<file path="config.mk">
export PLATFORM = sky130hd
export DESIGN_NAME = reversing_motor_cycle_sequencer
export DESIGN_NICKNAME = d
export VERILOG_FILES = /design/src/hdl/rmcs_pkg.sv /design/src/hdl/reversing_motor_cycle_sequencer.sv /design/src/hdl/rmcs_cfg_regs.sv /design/src/hdl/rmcs_sense_scale.sv /design/src/hdl/rmcs_seq_core.sv
export VERILOG_INCLUDE_DIRS = /design/src /design/src/hdl
export SDC_FILE = /design/constraint.sdc
export NUM_CORES = 1
export LEC_CHECK = 0
export BUFFER_PORTS_ARGS = -buffer_cell sky130_fd_sc_hd__buf_2
export CAP_MARGIN = 20
export CORE_ASPECT_RATIO = 1.75
export CORE_MARGIN = 1.5
export CORE_UTILIZATION = 45
export DETAILED_ROUTE_END_ITERATION = 10
export MAX_ROUTING_LAYER = met4
export PLACE_DENSITY_LB_ADDON = 0.15
export SLEW_MARGIN = 20
export SYNTH_ARGS = -nofsm -noshare
export SYNTH_HDL_FRONTEND = slang
export SYNTH_SLANG_ARGS = --single-unit
export TNS_END_PERCENT = 100
</file>
<file path="constraint.sdc">
create_clock -name clk -period 11.9 [get_ports clk]
set_clock_uncertainty 0.2 [all_clocks]
set_input_delay 2.38 -clock clk [delete_from_list [all_inputs] [get_ports clk]]
set_output_delay 2.38 -clock clk [all_outputs]
set_load 0.1 [all_outputs]
</file>
<file path="src/hdl/reversing_motor_cycle_sequencer_defines.svh">
// Assertion macros shared by the reversing motor cycle sequencer RTL.
`ifndef REVERSING_MOTOR_CYCLE_SEQUENCER_DEFINES_SVH
`define REVERSING_MOTOR_CYCLE_SEQUENCER_DEFINES_SVH
`ifndef SYNTHESIS
`define RMCS_ASSERT_IMPLY(label, clk, rst_n, ante, cons, msg) \
  label: assert property (@(posedge clk) disable iff (!rst_n) (ante) |-> (cons)) \
    else $error(msg);
`define RMCS_ASSERT_NEXT(label, clk, rst_n, ante, cons, msg) \
  label: assert property (@(posedge clk) disable iff (!rst_n) (ante) |=> (cons)) \
    else $error(msg);
`else
`define RMCS_ASSERT_IMPLY(label, clk, rst_n, ante, cons, msg)
`define RMCS_ASSERT_NEXT(label, clk, rst_n, ante, cons, msg)
`endif
`endif

</file>
<file path="src/hdl/rmcs_pkg.sv">
// Types and constants shared by the reversing motor cycle sequencer modules.
`timescale 1ns / 1ps
`default_nettype none
package rmcs_pkg;

  localparam logic [9:0] DEBOUNCE_MS     = 10'd500;
  localparam logic [7:0] REFRESH_MS      = 8'd250;
  localparam logic [7:0] RAMP_INCREMENT  = 8'd10;
  localparam logic       START_DIRECTION = 1'b0;

  // mA = floor(d * 5000000 / 1024 / 140) = floor(d * 15625 / 448), done as a
  // multiply by a rounded-up reciprocal scaled by 2^20; exact for d < 5461.
  localparam int         SENSE_W   = 10;
  localparam int         MULT_W    = 26;
  localparam int         CUR_FRAC  = 20;
  localparam int         CUR_W     = 16;
  localparam logic [MULT_W-1:0] CUR_MULT = 26'd36571429;

  // Configuration register indexes.
  localparam logic [2:0] REG_SPEED_DUTY     = 3'd0;
  localparam logic [2:0] REG_FORWARD_RUN    = 3'd1;
  localparam logic [2:0] REG_REVERSE_RUN    = 3'd2;
  localparam logic [2:0] REG_PAUSE          = 3'd3;
  localparam logic [2:0] REG_CYCLE_TARGET   = 3'd4;
  localparam logic [2:0] REG_CLEAR_ON_PAUSE = 3'd5;
  localparam logic [2:0] REG_RAMP_STEP      = 3'd6;
  localparam logic [2:0] REG_SENSE_OFFSET   = 3'd7;

  typedef struct packed {
    logic [7:0]  speed_duty;
    logic [15:0] forward_run_ms;
    logic [15:0] reverse_run_ms;
    logic [15:0] pause_ms;
    logic [7:0]  cycle_target;
    logic        clear_on_pause;
    logic [7:0]  ramp_step_ms;
    logic [9:0]  sense_offset;
  } cfg_regs_t;

  typedef struct packed {
    logic        button_pressed;
    logic [9:0]  sense_sample;
  } tick_item_t;

  typedef struct packed {
    logic [7:0]  pwm_duty;
    logic        drive_a;
    logic        drive_b;
    logic        direction_led;
    logic        motor_running;
    logic [15:0] current_ma;
    logic        current_update;
    logic [8:0]  half_turn_count;
    logic        sequence_enabled;
    logic        finished;
  } tick_result_t;

endpackage
`default_nettype wire

</file>
<file path="src/hdl/reversing_motor_cycle_sequencer.sv">
// Top level of the reversing motor cycle sequencer: stream ports, tick and result registers.
`timescale 1ns / 1ps
`default_nettype none
// Each input word is one 1 ms tick carrying the button level and a current-sense sample;
// each tick yields exactly one result word with the PWM duty, bridge lines, status flags,
// half-turn count and the latest motor current in mA. The block accepts one tick word per
// clock and gives one result word per clock while the sink keeps taking them: the tick is
// captured in an input register, the whole sequencer update (debounce, phase machine, soft
// start, and the single constant multiply that scales current to mA) is done in one pass,
// and the result is held in an output register until the sink takes it. A stalled output
// holds both registers, so at most two words are in flight. Configuration writes are
// always accepted (cfg_ready is tied high) and take effect on the next tick; write them
// only while no tick is in flight. After reset the motor is stopped and the sequence is
// disabled; a debounced button press starts it.
module reversing_motor_cycle_sequencer (
  input  wire logic        clk,
  input  wire logic        rst_n,
  input  wire logic        in_tvalid,
  output logic             in_tready,
  // [0] button_pressed, [10:1] sense_sample, [15:11] zero
  input  wire logic [15:0] in_tdata,
  output logic             out_tvalid,
  input  wire logic        out_tready,
  // [7:0] pwm_duty, [8] drive_a, [9] drive_b, [10] direction_led, [11] motor_running,
  // [27:12] current_ma, [28] current_update, [37:29] half_turn_count,
  // [38] sequence_enabled, [39] finished
  output logic      [39:0] out_tdata,
  input  wire logic        cfg_valid,
  output logic             cfg_ready,
  input  wire logic [2:0]  cfg_index,
  input  wire logic [15:0] cfg_data
);

  rmcs_pkg::cfg_regs_t    cfg;
  rmcs_pkg::tick_item_t   tick_r;
  rmcs_pkg::tick_result_t result;

  logic        tick_valid_r, tick_valid_nxt;
  logic        out_valid_r, out_valid_nxt;
  logic [39:0] out_word_r;
  logic        in_accept;
  logic        step;

  assign cfg_ready = 1'b1;

  rmcs_cfg_regs u_cfg (
    .clk      (clk),
    .rst_n    (rst_n),
    .wr_en    (cfg_valid),
    .wr_index (cfg_index),
    .wr_data  (cfg_data),
    .cfg      (cfg)
  );

  // A held tick is processed when the output register is empty or being drained.
  assign step      = tick_valid_r && (!out_valid_r || out_tready);
  assign in_tready = !tick_valid_r || step;
  assign in_accept = in_tvalid && in_tready;

  rmcs_seq_core u_core (
    .clk    (clk),
    .rst_n  (rst_n),
    .step   (step),
    .item   (tick_r),
    .cfg    (cfg),
    .result (result)
  );

  always_comb begin
    tick_valid_nxt = tick_valid_r;
    if (in_accept) begin
      tick_valid_nxt = 1'b1;
    end else if (step) begin
      tick_valid_nxt = 1'b0;
    end
    out_valid_nxt = out_valid_r;
    if (step) begin
      out_valid_nxt = 1'b1;
    end else if (out_tready) begin
      out_valid_nxt = 1'b0;
    end
  end

  always_ff @(posedge clk) begin
    if (!rst_n) begin
      tick_valid_r <= 1'b0;
      out_valid_r  <= 1'b0;
    end else begin
      tick_valid_r <= tick_valid_nxt;
      out_valid_r  <= out_valid_nxt;
    end
  end

  always_ff @(posedge clk) begin
    if (in_accept) begin
      tick_r.button_pressed <= in_tdata[0];
      tick_r.sense_sample   <= in_tdata[10:1];
    end
    if (step) begin
      out_word_r <= {result.finished, result.sequence_enabled, result.half_turn_count,
                     result.current_update, result.current_ma, result.motor_running,
                     result.direction_led, result.drive_b, result.drive_a,
                     result.pwm_duty};
    end
  end

  assign out_tvalid = out_valid_r;
  assign out_tdata  = out_word_r;

endmodule
`default_nettype wire

</file>
<file path="src/hdl/rmcs_cfg_regs.sv">
// Configuration register file with its reset values.
`timescale 1ns / 1ps
`default_nettype none
module rmcs_cfg_regs (
  input  wire logic              clk,
  input  wire logic              rst_n,
  input  wire logic              wr_en,
  input  wire logic [2:0]        wr_index,
  input  wire logic [15:0]       wr_data,
  output rmcs_pkg::cfg_regs_t    cfg
);

  rmcs_pkg::cfg_regs_t cfg_r;
  rmcs_pkg::cfg_regs_t cfg_nxt;

  always_comb begin
    cfg_nxt = cfg_r;
    if (wr_en) begin
      unique case (wr_index)
        rmcs_pkg::REG_SPEED_DUTY:     cfg_nxt.speed_duty     = wr_data[7:0];
        rmcs_pkg::REG_FORWARD_RUN:    cfg_nxt.forward_run_ms = wr_data;
        rmcs_pkg::REG_REVERSE_RUN:    cfg_nxt.reverse_run_ms = wr_data;
        rmcs_pkg::REG_PAUSE:          cfg_nxt.pause_ms       = wr_data;
        rmcs_pkg::REG_CYCLE_TARGET:   cfg_nxt.cycle_target   = wr_data[7:0];
        rmcs_pkg::REG_CLEAR_ON_PAUSE: cfg_nxt.clear_on_pause = wr_data[0];
        rmcs_pkg::REG_RAMP_STEP:      cfg_nxt.ramp_step_ms   = wr_data[7:0];
        rmcs_pkg::REG_SENSE_OFFSET:   cfg_nxt.sense_offset   = wr_data[9:0];
        default:                      cfg_nxt = cfg_r;
      endcase
    end
  end

  always_ff @(posedge clk) begin
    if (!rst_n) begin
      cfg_r.speed_duty     <= 8'd255;
      cfg_r.forward_run_ms <= 16'd5000;
      cfg_r.reverse_run_ms <= 16'd5000;
      cfg_r.pause_ms       <= 16'd4000;
      cfg_r.cycle_target   <= 8'd5;
      cfg_r.clear_on_pause <= 1'b0;
      cfg_r.ramp_step_ms   <= 8'd2;
      cfg_r.sense_offset   <= 10'd0;
    end else begin
      cfg_r <= cfg_nxt;
    end
  end

  assign cfg = cfg_r;

endmodule
`default_nettype wire

</file>
<file path="src/hdl/rmcs_sense_scale.sv">
// Converts an offset-corrected current-sense sample to milliamps.
`timescale 1ns / 1ps
`default_nettype none
module rmcs_sense_scale (
  input  wire logic [rmcs_pkg::SENSE_W-1:0] sample,
  input  wire logic [rmcs_pkg::SENSE_W-1:0] offset,
  output logic      [rmcs_pkg::CUR_W-1:0]   current_ma
);

  logic [rmcs_pkg::SENSE_W-1:0]                  delta;
  logic [rmcs_pkg::SENSE_W+rmcs_pkg::MULT_W-1:0] product;

  // Readings at or below the zero-current offset count as no current.
  assign delta   = (sample > offset) ? (sample - offset) : '0;
  assign product = {{rmcs_pkg::MULT_W{1'b0}}, delta} *
                   {{rmcs_pkg::SENSE_W{1'b0}}, rmcs_pkg::CUR_MULT};
  assign current_ma = product[rmcs_pkg::CUR_FRAC +: rmcs_pkg::CUR_W];

endmodule
`default_nettype wire

</file>
<file path="src/hdl/rmcs_seq_core.sv">
// Per-tick sequencing state machine: debounce, half-turn phases and current refresh.
`timescale 1ns / 1ps
`default_nettype none
`include "reversing_motor_cycle_sequencer_defines.svh"
module rmcs_seq_core (
  input  wire logic                   clk,
  input  wire logic                   rst_n,
  input  wire logic                   step,
  input  wire rmcs_pkg::tick_item_t   item,
  input  wire rmcs_pkg::cfg_regs_t    cfg,
  output rmcs_pkg::tick_result_t      result
);

  typedef enum logic [2:0] {
    PH_IDLE     = 3'd0,
    PH_PAUSE    = 3'd1,
    PH_RAMP     = 3'd2,
    PH_RUN      = 3'd3,
    PH_FINISHED = 3'd4
  } phase_t;

  phase_t      phase_r, phase_nxt, phase_cur;
  logic        enabled_r, enabled_nxt;
  logic [9:0]  debounce_r, debounce_nxt;
  logic [7:0]  refresh_r, refresh_nxt;
  logic [15:0] phase_timer_r, phase_timer_nxt;
  logic        turn_expired_r, turn_expired_nxt;
  logic [7:0]  duty_r, duty_nxt;
  logic [7:0]  ramp_timer_r, ramp_timer_nxt;
  logic        direction_r, direction_nxt;
  logic [9:0]  turn_count_r, turn_count_nxt;
  logic [15:0] current_r, current_nxt;
  logic        pin_a_r, pin_a_nxt;
  logic        pin_b_r, pin_b_nxt;
  logic        pin_led_r, pin_led_nxt;

  logic [7:0]  pwm;
  logic        update;
  logic [15:0] run_time;
  logic [8:0]  ramp_sum;
  logic [15:0] sense_ma;

  rmcs_sense_scale u_scale (
    .sample     (item.sense_sample),
    .offset     (cfg.sense_offset),
    .current_ma (sense_ma)
  );

  assign run_time  = direction_r ? cfg.forward_run_ms : cfg.reverse_run_ms;
  assign ramp_sum  = {1'b0, duty_r} + {1'b0, rmcs_pkg::RAMP_INCREMENT};
  assign phase_cur = (phase_r == PH_FINISHED && item.button_pressed) ? PH_IDLE : phase_r;

  always_comb begin
    phase_nxt        = phase_cur;
    enabled_nxt      = enabled_r;
    debounce_nxt     = debounce_r;
    refresh_nxt      = refresh_r;
    phase_timer_nxt  = phase_timer_r;
    turn_expired_nxt = turn_expired_r;
    duty_nxt         = duty_r;
    ramp_timer_nxt   = ramp_timer_r;
    direction_nxt    = direction_r;
    turn_count_nxt   = turn_count_r;
    current_nxt      = current_r;
    pin_a_nxt        = pin_a_r;
    pin_b_nxt        = pin_b_r;
    pin_led_nxt      = pin_led_r;
    pwm              = '0;
    update           = 1'b0;

    if (debounce_r < rmcs_pkg::DEBOUNCE_MS) debounce_nxt = debounce_r + 10'd1;
    if (refresh_r < rmcs_pkg::REFRESH_MS) refresh_nxt = refresh_r + 8'd1;

    unique case (phase_cur) inside
      PH_IDLE, PH_RUN: begin
        if (item.button_pressed && debounce_nxt >= rmcs_pkg::DEBOUNCE_MS) begin
          enabled_nxt  = ~enabled_r;
          debounce_nxt = '0;
        end
        if (refresh_nxt >= rmcs_pkg::REFRESH_MS) begin
          refresh_nxt = '0;
          if (phase_cur == PH_RUN) begin
            current_nxt = sense_ma;
            update      = 1'b1;
          end
        end
        if (phase_timer_r != 16'hFFFF) phase_timer_nxt = phase_timer_r + 16'd1;
        if (enabled_nxt && (turn_count_r[9:1] <= {1'b0, cfg.cycle_target})) begin
          if (turn_expired_r || phase_timer_nxt >= run_time) begin
            // End of a half turn (or the dummy one on the first enabled tick).
            phase_nxt        = PH_IDLE;
            phase_timer_nxt  = '0;
            turn_expired_nxt = 1'b0;
            direction_nxt    = ~direction_r;
            turn_count_nxt   = turn_count_r + 10'd1;
          end else if (phase_cur == PH_IDLE) begin
            if (turn_count_r != 10'd2 && cfg.pause_ms != 16'd0) begin
              phase_nxt       = PH_PAUSE;
              phase_timer_nxt = '0;
            end else begin
              pin_a_nxt      = direction_r;
              pin_b_nxt      = ~direction_r;
              pin_led_nxt    = direction_r;
              duty_nxt       = '0;
              ramp_timer_nxt = '0;
              phase_nxt      = PH_RAMP;
            end
          end else begin
            pwm = duty_r;
          end
        end else begin
          phase_nxt = PH_IDLE;
          if (cfg.clear_on_pause) turn_count_nxt = '0;
          if (turn_count_nxt[9:1] > {1'b0, cfg.cycle_target}) begin
            enabled_nxt      = 1'b0;
            turn_count_nxt   = 10'd1;
            turn_expired_nxt = 1'b1;
            direction_nxt    = ~direction_r;
            phase_nxt        = PH_FINISHED;
          end else begin
            pin_a_nxt = 1'b1;
            pin_b_nxt = 1'b1;
          end
        end
      end
      PH_PAUSE: begin
        if (phase_timer_r != 16'hFFFF) phase_timer_nxt = phase_timer_r + 16'd1;
        if (phase_timer_nxt >= cfg.pause_ms) begin
          pin_a_nxt      = direction_r;
          pin_b_nxt      = ~direction_r;
          pin_led_nxt    = direction_r;
          duty_nxt       = '0;
          ramp_timer_nxt = '0;
          phase_nxt      = PH_RAMP;
        end
      end
      PH_RAMP: begin
        if (ramp_timer_r != 8'd0) ramp_timer_nxt = ramp_timer_r - 8'd1;
        if (ramp_timer_nxt == 8'd0) begin
          if (ramp_sum <= {1'b0, cfg.speed_duty}) begin
            duty_nxt       = ramp_sum[7:0];
            ramp_timer_nxt = cfg.ramp_step_ms;
          end else begin
            duty_nxt        = cfg.speed_duty;
            phase_nxt       = PH_RUN;
            phase_timer_nxt = '0;
          end
        end
        pwm = duty_nxt;
      end
      PH_FINISHED: begin
        phase_nxt = PH_FINISHED;
      end
      default: begin
        phase_nxt = PH_IDLE;
      end
    endcase
  end

  always_ff @(posedge clk) begin
    if (!rst_n) begin
      phase_r        <= PH_IDLE;
      enabled_r      <= 1'b0;
      debounce_r     <= rmcs_pkg::DEBOUNCE_MS;
      refresh_r      <= '0;
      phase_timer_r  <= '0;
      turn_expired_r <= 1'b1;
      duty_r         <= '0;
      ramp_timer_r   <= '0;
      direction_r    <= rmcs_pkg::START_DIRECTION;
      turn_count_r   <= 10'd1;
      current_r      <= '0;
      pin_a_r        <= 1'b0;
      pin_b_r        <= 1'b0;
      pin_led_r      <= 1'b0;
    end else if (step) begin
      phase_r        <= phase_nxt;
      enabled_r      <= enabled_nxt;
      debounce_r     <= debounce_nxt;
      refresh_r      <= refresh_nxt;
      phase_timer_r  <= phase_timer_nxt;
      turn_expired_r <= turn_expired_nxt;
      duty_r         <= duty_nxt;
      ramp_timer_r   <= ramp_timer_nxt;
      direction_r    <= direction_nxt;
      turn_count_r   <= turn_count_nxt;
      current_r      <= current_nxt;
      pin_a_r        <= pin_a_nxt;
      pin_b_r        <= pin_b_nxt;
      pin_led_r      <= pin_led_nxt;
    end
  end

  always_comb begin
    result.pwm_duty         = pwm;
    result.drive_a          = pin_a_nxt;
    result.drive_b          = pin_b_nxt;
    result.direction_led    = pin_led_nxt;
    result.motor_running    = (phase_nxt == PH_RUN);
    result.current_ma       = current_nxt;
    result.current_update   = update;
    result.half_turn_count  = turn_count_nxt[9] ? 9'h1FF : turn_count_nxt[8:0];
    result.sequence_enabled = enabled_nxt;
    result.finished         = (phase_nxt == PH_FINISHED);
  end

  `RMCS_ASSERT_IMPLY(a_finished_disabled, clk, rst_n, phase_r == PH_FINISHED, !enabled_r,
                     "sequencer finished but still enabled")
  `RMCS_ASSERT_IMPLY(a_run_drives_bridge, clk, rst_n, phase_r == PH_RUN, pin_a_r != pin_b_r,
                     "motor runs with bridge braked")
  `RMCS_ASSERT_IMPLY(a_debounce_bound, clk, rst_n, 1'b1, debounce_r <= rmcs_pkg::DEBOUNCE_MS,
                     "debounce counter past its period")
  `RMCS_ASSERT_IMPLY(a_refresh_bound, clk, rst_n, 1'b1, refresh_r <= rmcs_pkg::REFRESH_MS,
                     "refresh counter past its period")
  `RMCS_ASSERT_NEXT(a_hold_without_step, clk, rst_n, !step,
                    $stable(turn_count_r) && $stable(phase_r), "state moved without a tick")

endmodule
`default_nettype wire
</file>
==> flow_metrics.py <==
metrics = {
    "grt": {
        "grt_usage_pct": 25.1,
        "grt_util_met3_pct": 2.31,
        "grt_pass1_wl_mm": 71.9,
        "grt.overflow.total": 0,
        "use_met1_pct": 24.5,
        "grt_max_degree": 84,
        "antenna_found_initial": 0,
        "grt_use_met2_pct": 48.0,
        "grt_pass1_vias": 14100,
        "top_usage_layer": "met2",
    },
    "die": {
        "die_width_um": 145,
        "dieArea_um2": 36600,
        "start_util_pct": 45.5,
        "rows": 91,
        "core_area_um2": 35100,
        "chipHeight_um": 252,
        "ioPinCount": 83,
    },
    "yosys": {
        "avgSynthCellArea_um2": 8.38,
        "synthAdderAreaFrac_pct": 19.1,
        "ys_warn_count": 0,
        "synth_edf_count": 51,
        "synth_compound_area_share_pct": 19.0,
        "async_flop_share_pct": 0,
        "yosys.area_share.simple_pct": 21.0,
        "synth.yosys.seq_area_share_pct": 31.0,
        "synth_nets": 2165,
        "synthMuxAreaShare_pct": 1.79,
        "synthFlopType": "dfxtp_1",
        "synth_top_family_by_area": "simple AND/OR/NAND/NOR gates",
        "syn_inst": 1903,
        "synth_area_um2": 15900,
        "synthXorXnorAreaFrac_pct": 2.25,
        "synth_seq_cells": 221,
        "yosysUniqueCellTypes": 91,
    },
    "sta": {
        "fin_crit_ns": 7.86,
        "finalCritPeriodShare_pct": 66.1,
        "clock.fmax_mhz": 127,
        "slew_viol_final": 0,
        "worstMarginPinSlew_ns": 1.06,
        "relSlewSlack_pct": 29.0,
        "setup_tns_ns": 0,
        "rsz0062_at_grt": "no",
        "setup_violations": 0,
        "hold_viol": 0,
    },
    "clocking": {
        "cts.clk_slew.worst_paths_ns": 0.07,
        "cts_tree": "built",
        "cts_buffers": 23,
        "root_buffer": "clkbuf_16",
        "cts_max_path_buffers": 3,
        "clkLatencyLatePin_ns": 0.54,
        "clock-sinks": 221,
        "cts.repair.resized": 0,
        "post_cts_buffers": 0,
        "htreeDepth": 1,
        "hold_buffers": 0,
    },
    "route": {
        "drt_iter0_drc": 859,
        "wl_per_cell_um": 18.7,
        "wl_mm": 45.0,
        "postRouteAntennaNets": 0,
        "drt_pass1_iterations": 5,
        "drc": 0,
        "via_count": 14100,
        "viasPerCell": 5.87,
    },
    "setup_path": {
        "critical_path.startpoint_type": "flop",
        "cpMaxStageDelayCell": "a221oi_1",
        "critPathRequiredTime_ns": 12.00,
        "crit_type": "flop to flop",
        "critPathArrivalTime_ns": 7.96,
        "cpMostUsedCell": "fa_1",
        "endpoint_kind": "flop",
        "slowest_delay_ns": 0.63,
        "cp_max_fo": 8,
    },
    "status": {
        "status": "finished clean",
    },
    "run": {
        "maxCapViolCount": 0,
    },
    "power_and_ir_drop": {
        "fin_total_pwr_mw": 2.85,
        "irDropWorstVdd_v": 0.000104,
        "powerDensity_nw_per_um2": 164,
        "cellLeakagePower_nw": 7.40,
    },
    "placement": {
        "post-dp-hpwl_mm": 34.2,
        "port_buffers": 76,
        "gp_congestion": 0.936,
    },
    "worst_hold_path": {
        "min_path_type": "flop to flop",
    },
    "cells_and_area": {
        "fin_util_pct": 49.6,
        "drive_gt1_share_pct": 8.17,
        "final_nets": 2190,
        "area_growth_pct": 9.16,
        "diodes": 0,
    },
}
-- flip-flops by register name, indices dropped and copies added, names as in the netlist, 3 cells and up --
register and flops:
out_tdata 40, u_core.duty_r 8, u_cfg.cfg 83, u_core.phase_timer_r 16
u_core.refresh_r 8, u_core.current_r 16, u_core.turn_count_r 10, u_core.phase_r 3
u_core.debounce_r 10, tick_r 11, u_core.ramp_timer_r 8
-- through the flow --
stage	instances	hold slack [ns]	instance area [um2]	setup slack, ns
after floorplan	1903	0.233	15900	4.97
after global placement	2368	0.241	16700	4.06
after detailed placement	2368	0.247	16700	4.01
after CTS	2410	0.255	17400	4.00
after global routing	2410	0.274	17400	3.52
final	2410	0.253	17400	4.04
-- power by group --
part	switching [mW]	internal, mW	total (mW)
registers	0.0158	0.790	0.806
logic	0.836	0.473	1.31
clock network	0.326	0.407	0.733
-- final timing paths --
kind              depth (start not counted)  slack [ns]                      start                   endpoint
hold reg to reg                           2        0.25  u_cfg.cfg[3]$_SDFFE_PN0P_  u_cfg.cfg[3]$_SDFFE_PN0P_
hold / removal                            2        0.25  u_cfg.cfg[3]$_SDFFE_PN0P_  u_cfg.cfg[3]$_SDFFE_PN0P_
setup reg to reg                         25        4.04        tick_r[0]$_DFFE_PP_    out_tdata[26]$_DFFE_PP_
setup / recovery                         25        4.04        tick_r[0]$_DFFE_PP_    out_tdata[26]$_DFFE_PP_
-- synthesized netlist by cell type (5+ instances only) --
library cell  count  area [um2]
o31ai_1          27         203
nor2_1           88         330
nand4b_1          5        43.8
a31oi_1          20         125
a21o_1           29         218
clkbuf_1         79         297
dfxtp_1         170        3400
and2_1           22         138
buf_2             7        35.0
nand2b_1         20         125
o21ai_1           5        25.0
nand3_1          75         375
edfxtp_1         51        1530
a221oi_1          6        52.6
or4_1             5        37.5
mux2i_1          24         240
nand4_1          39         244
inv_1           142         533
ha_1            186        2330
a311oi_1          5        43.8
xor2_1           20         175
a22oi_1           7        52.6
and4_1            7        61.3
nand3b_1         11        82.6
nor4_1           13        81.3
o21ai_0          82         410
o21a_1           13        97.6
a21oi_1         152         761
and3_1           24         150
nor3_1           23         115
fa_1             36         721
or2_2             6        37.5
o211ai_1         34         255
nand2_1         295        1110
or3_1            13        81.3
and4b_1           5        50.1
xnor2_1          21         184
a211oi_1         12        90.1
nor2b_1          16         100
nor3b_1           5        37.5
-- per-layer routing --
layer  share of wire [%]  vias to the layer above
met3                 3.4                      130
met2                  54                      365
met5                   0                        -
met1                  36                     6756
li1                    -                     6898
met4                 5.7                        0
-- cells in the final DEF (no fill, tap or decap), types with 16 or more instances in the layout --
cell type / n
and2_1: 22
nor2b_1: 16
xor2_1: 20
inv_1: 140
buf_4: 18
o21ai_0: 82
xnor2_1: 21
nand4_1: 39
a21oi_1: 152
nand2_1: 295
and3_1: 24
fa_1: 36
edfxtp_1: 51
o31ai_1: 27
mux2i_1: 24
a31oi_1: 20
nand2b_1: 20
dfxtp_1: 170
o211ai_1: 34
nor3_1: 22
nor2_1: 87
nand3_1: 75
a21o_1: 29
ha_1: 186
clkbuf_16: 23
buf_2: 75
-- layout make-up --
class	count	area, um2
fillers	3451	17700
multi-input cells	1446	10100
flip-flops and latches	221	4930
clock buffers	33	653
well taps	465	582
inverters	143	538
repair buffers	93	510
clock inverters	9	88.8
-- worst max-delay path: cells and delay by family, from the launching register on --
family                   cells  cell delay [ns]
adder cells (fa/ha/maj)      8             3.12
XOR/XNOR                     1             0.13
AND/OR/NAND/NOR              3             1.08
flip-flops                   1             0.36
AO/OA/AOI/OAI                9             2.30
buffers and inverters        4             0.44
-- cell families after synthesis --
| kind of cell | count (synthesis) |
|---|---|
| flip-flops | 221 |
| buffers and inverters | 236 |
| adder cells (fa/ha/maj) | 222 |
| XOR/XNOR | 41 |
| other | 1 |
| multiplexers | 28 |
| AND/OR/NAND/NOR | 687 |
| AO/OA/AOI/OAI | 467 |
No activity file was read; power rests on OpenSTA's default activity.
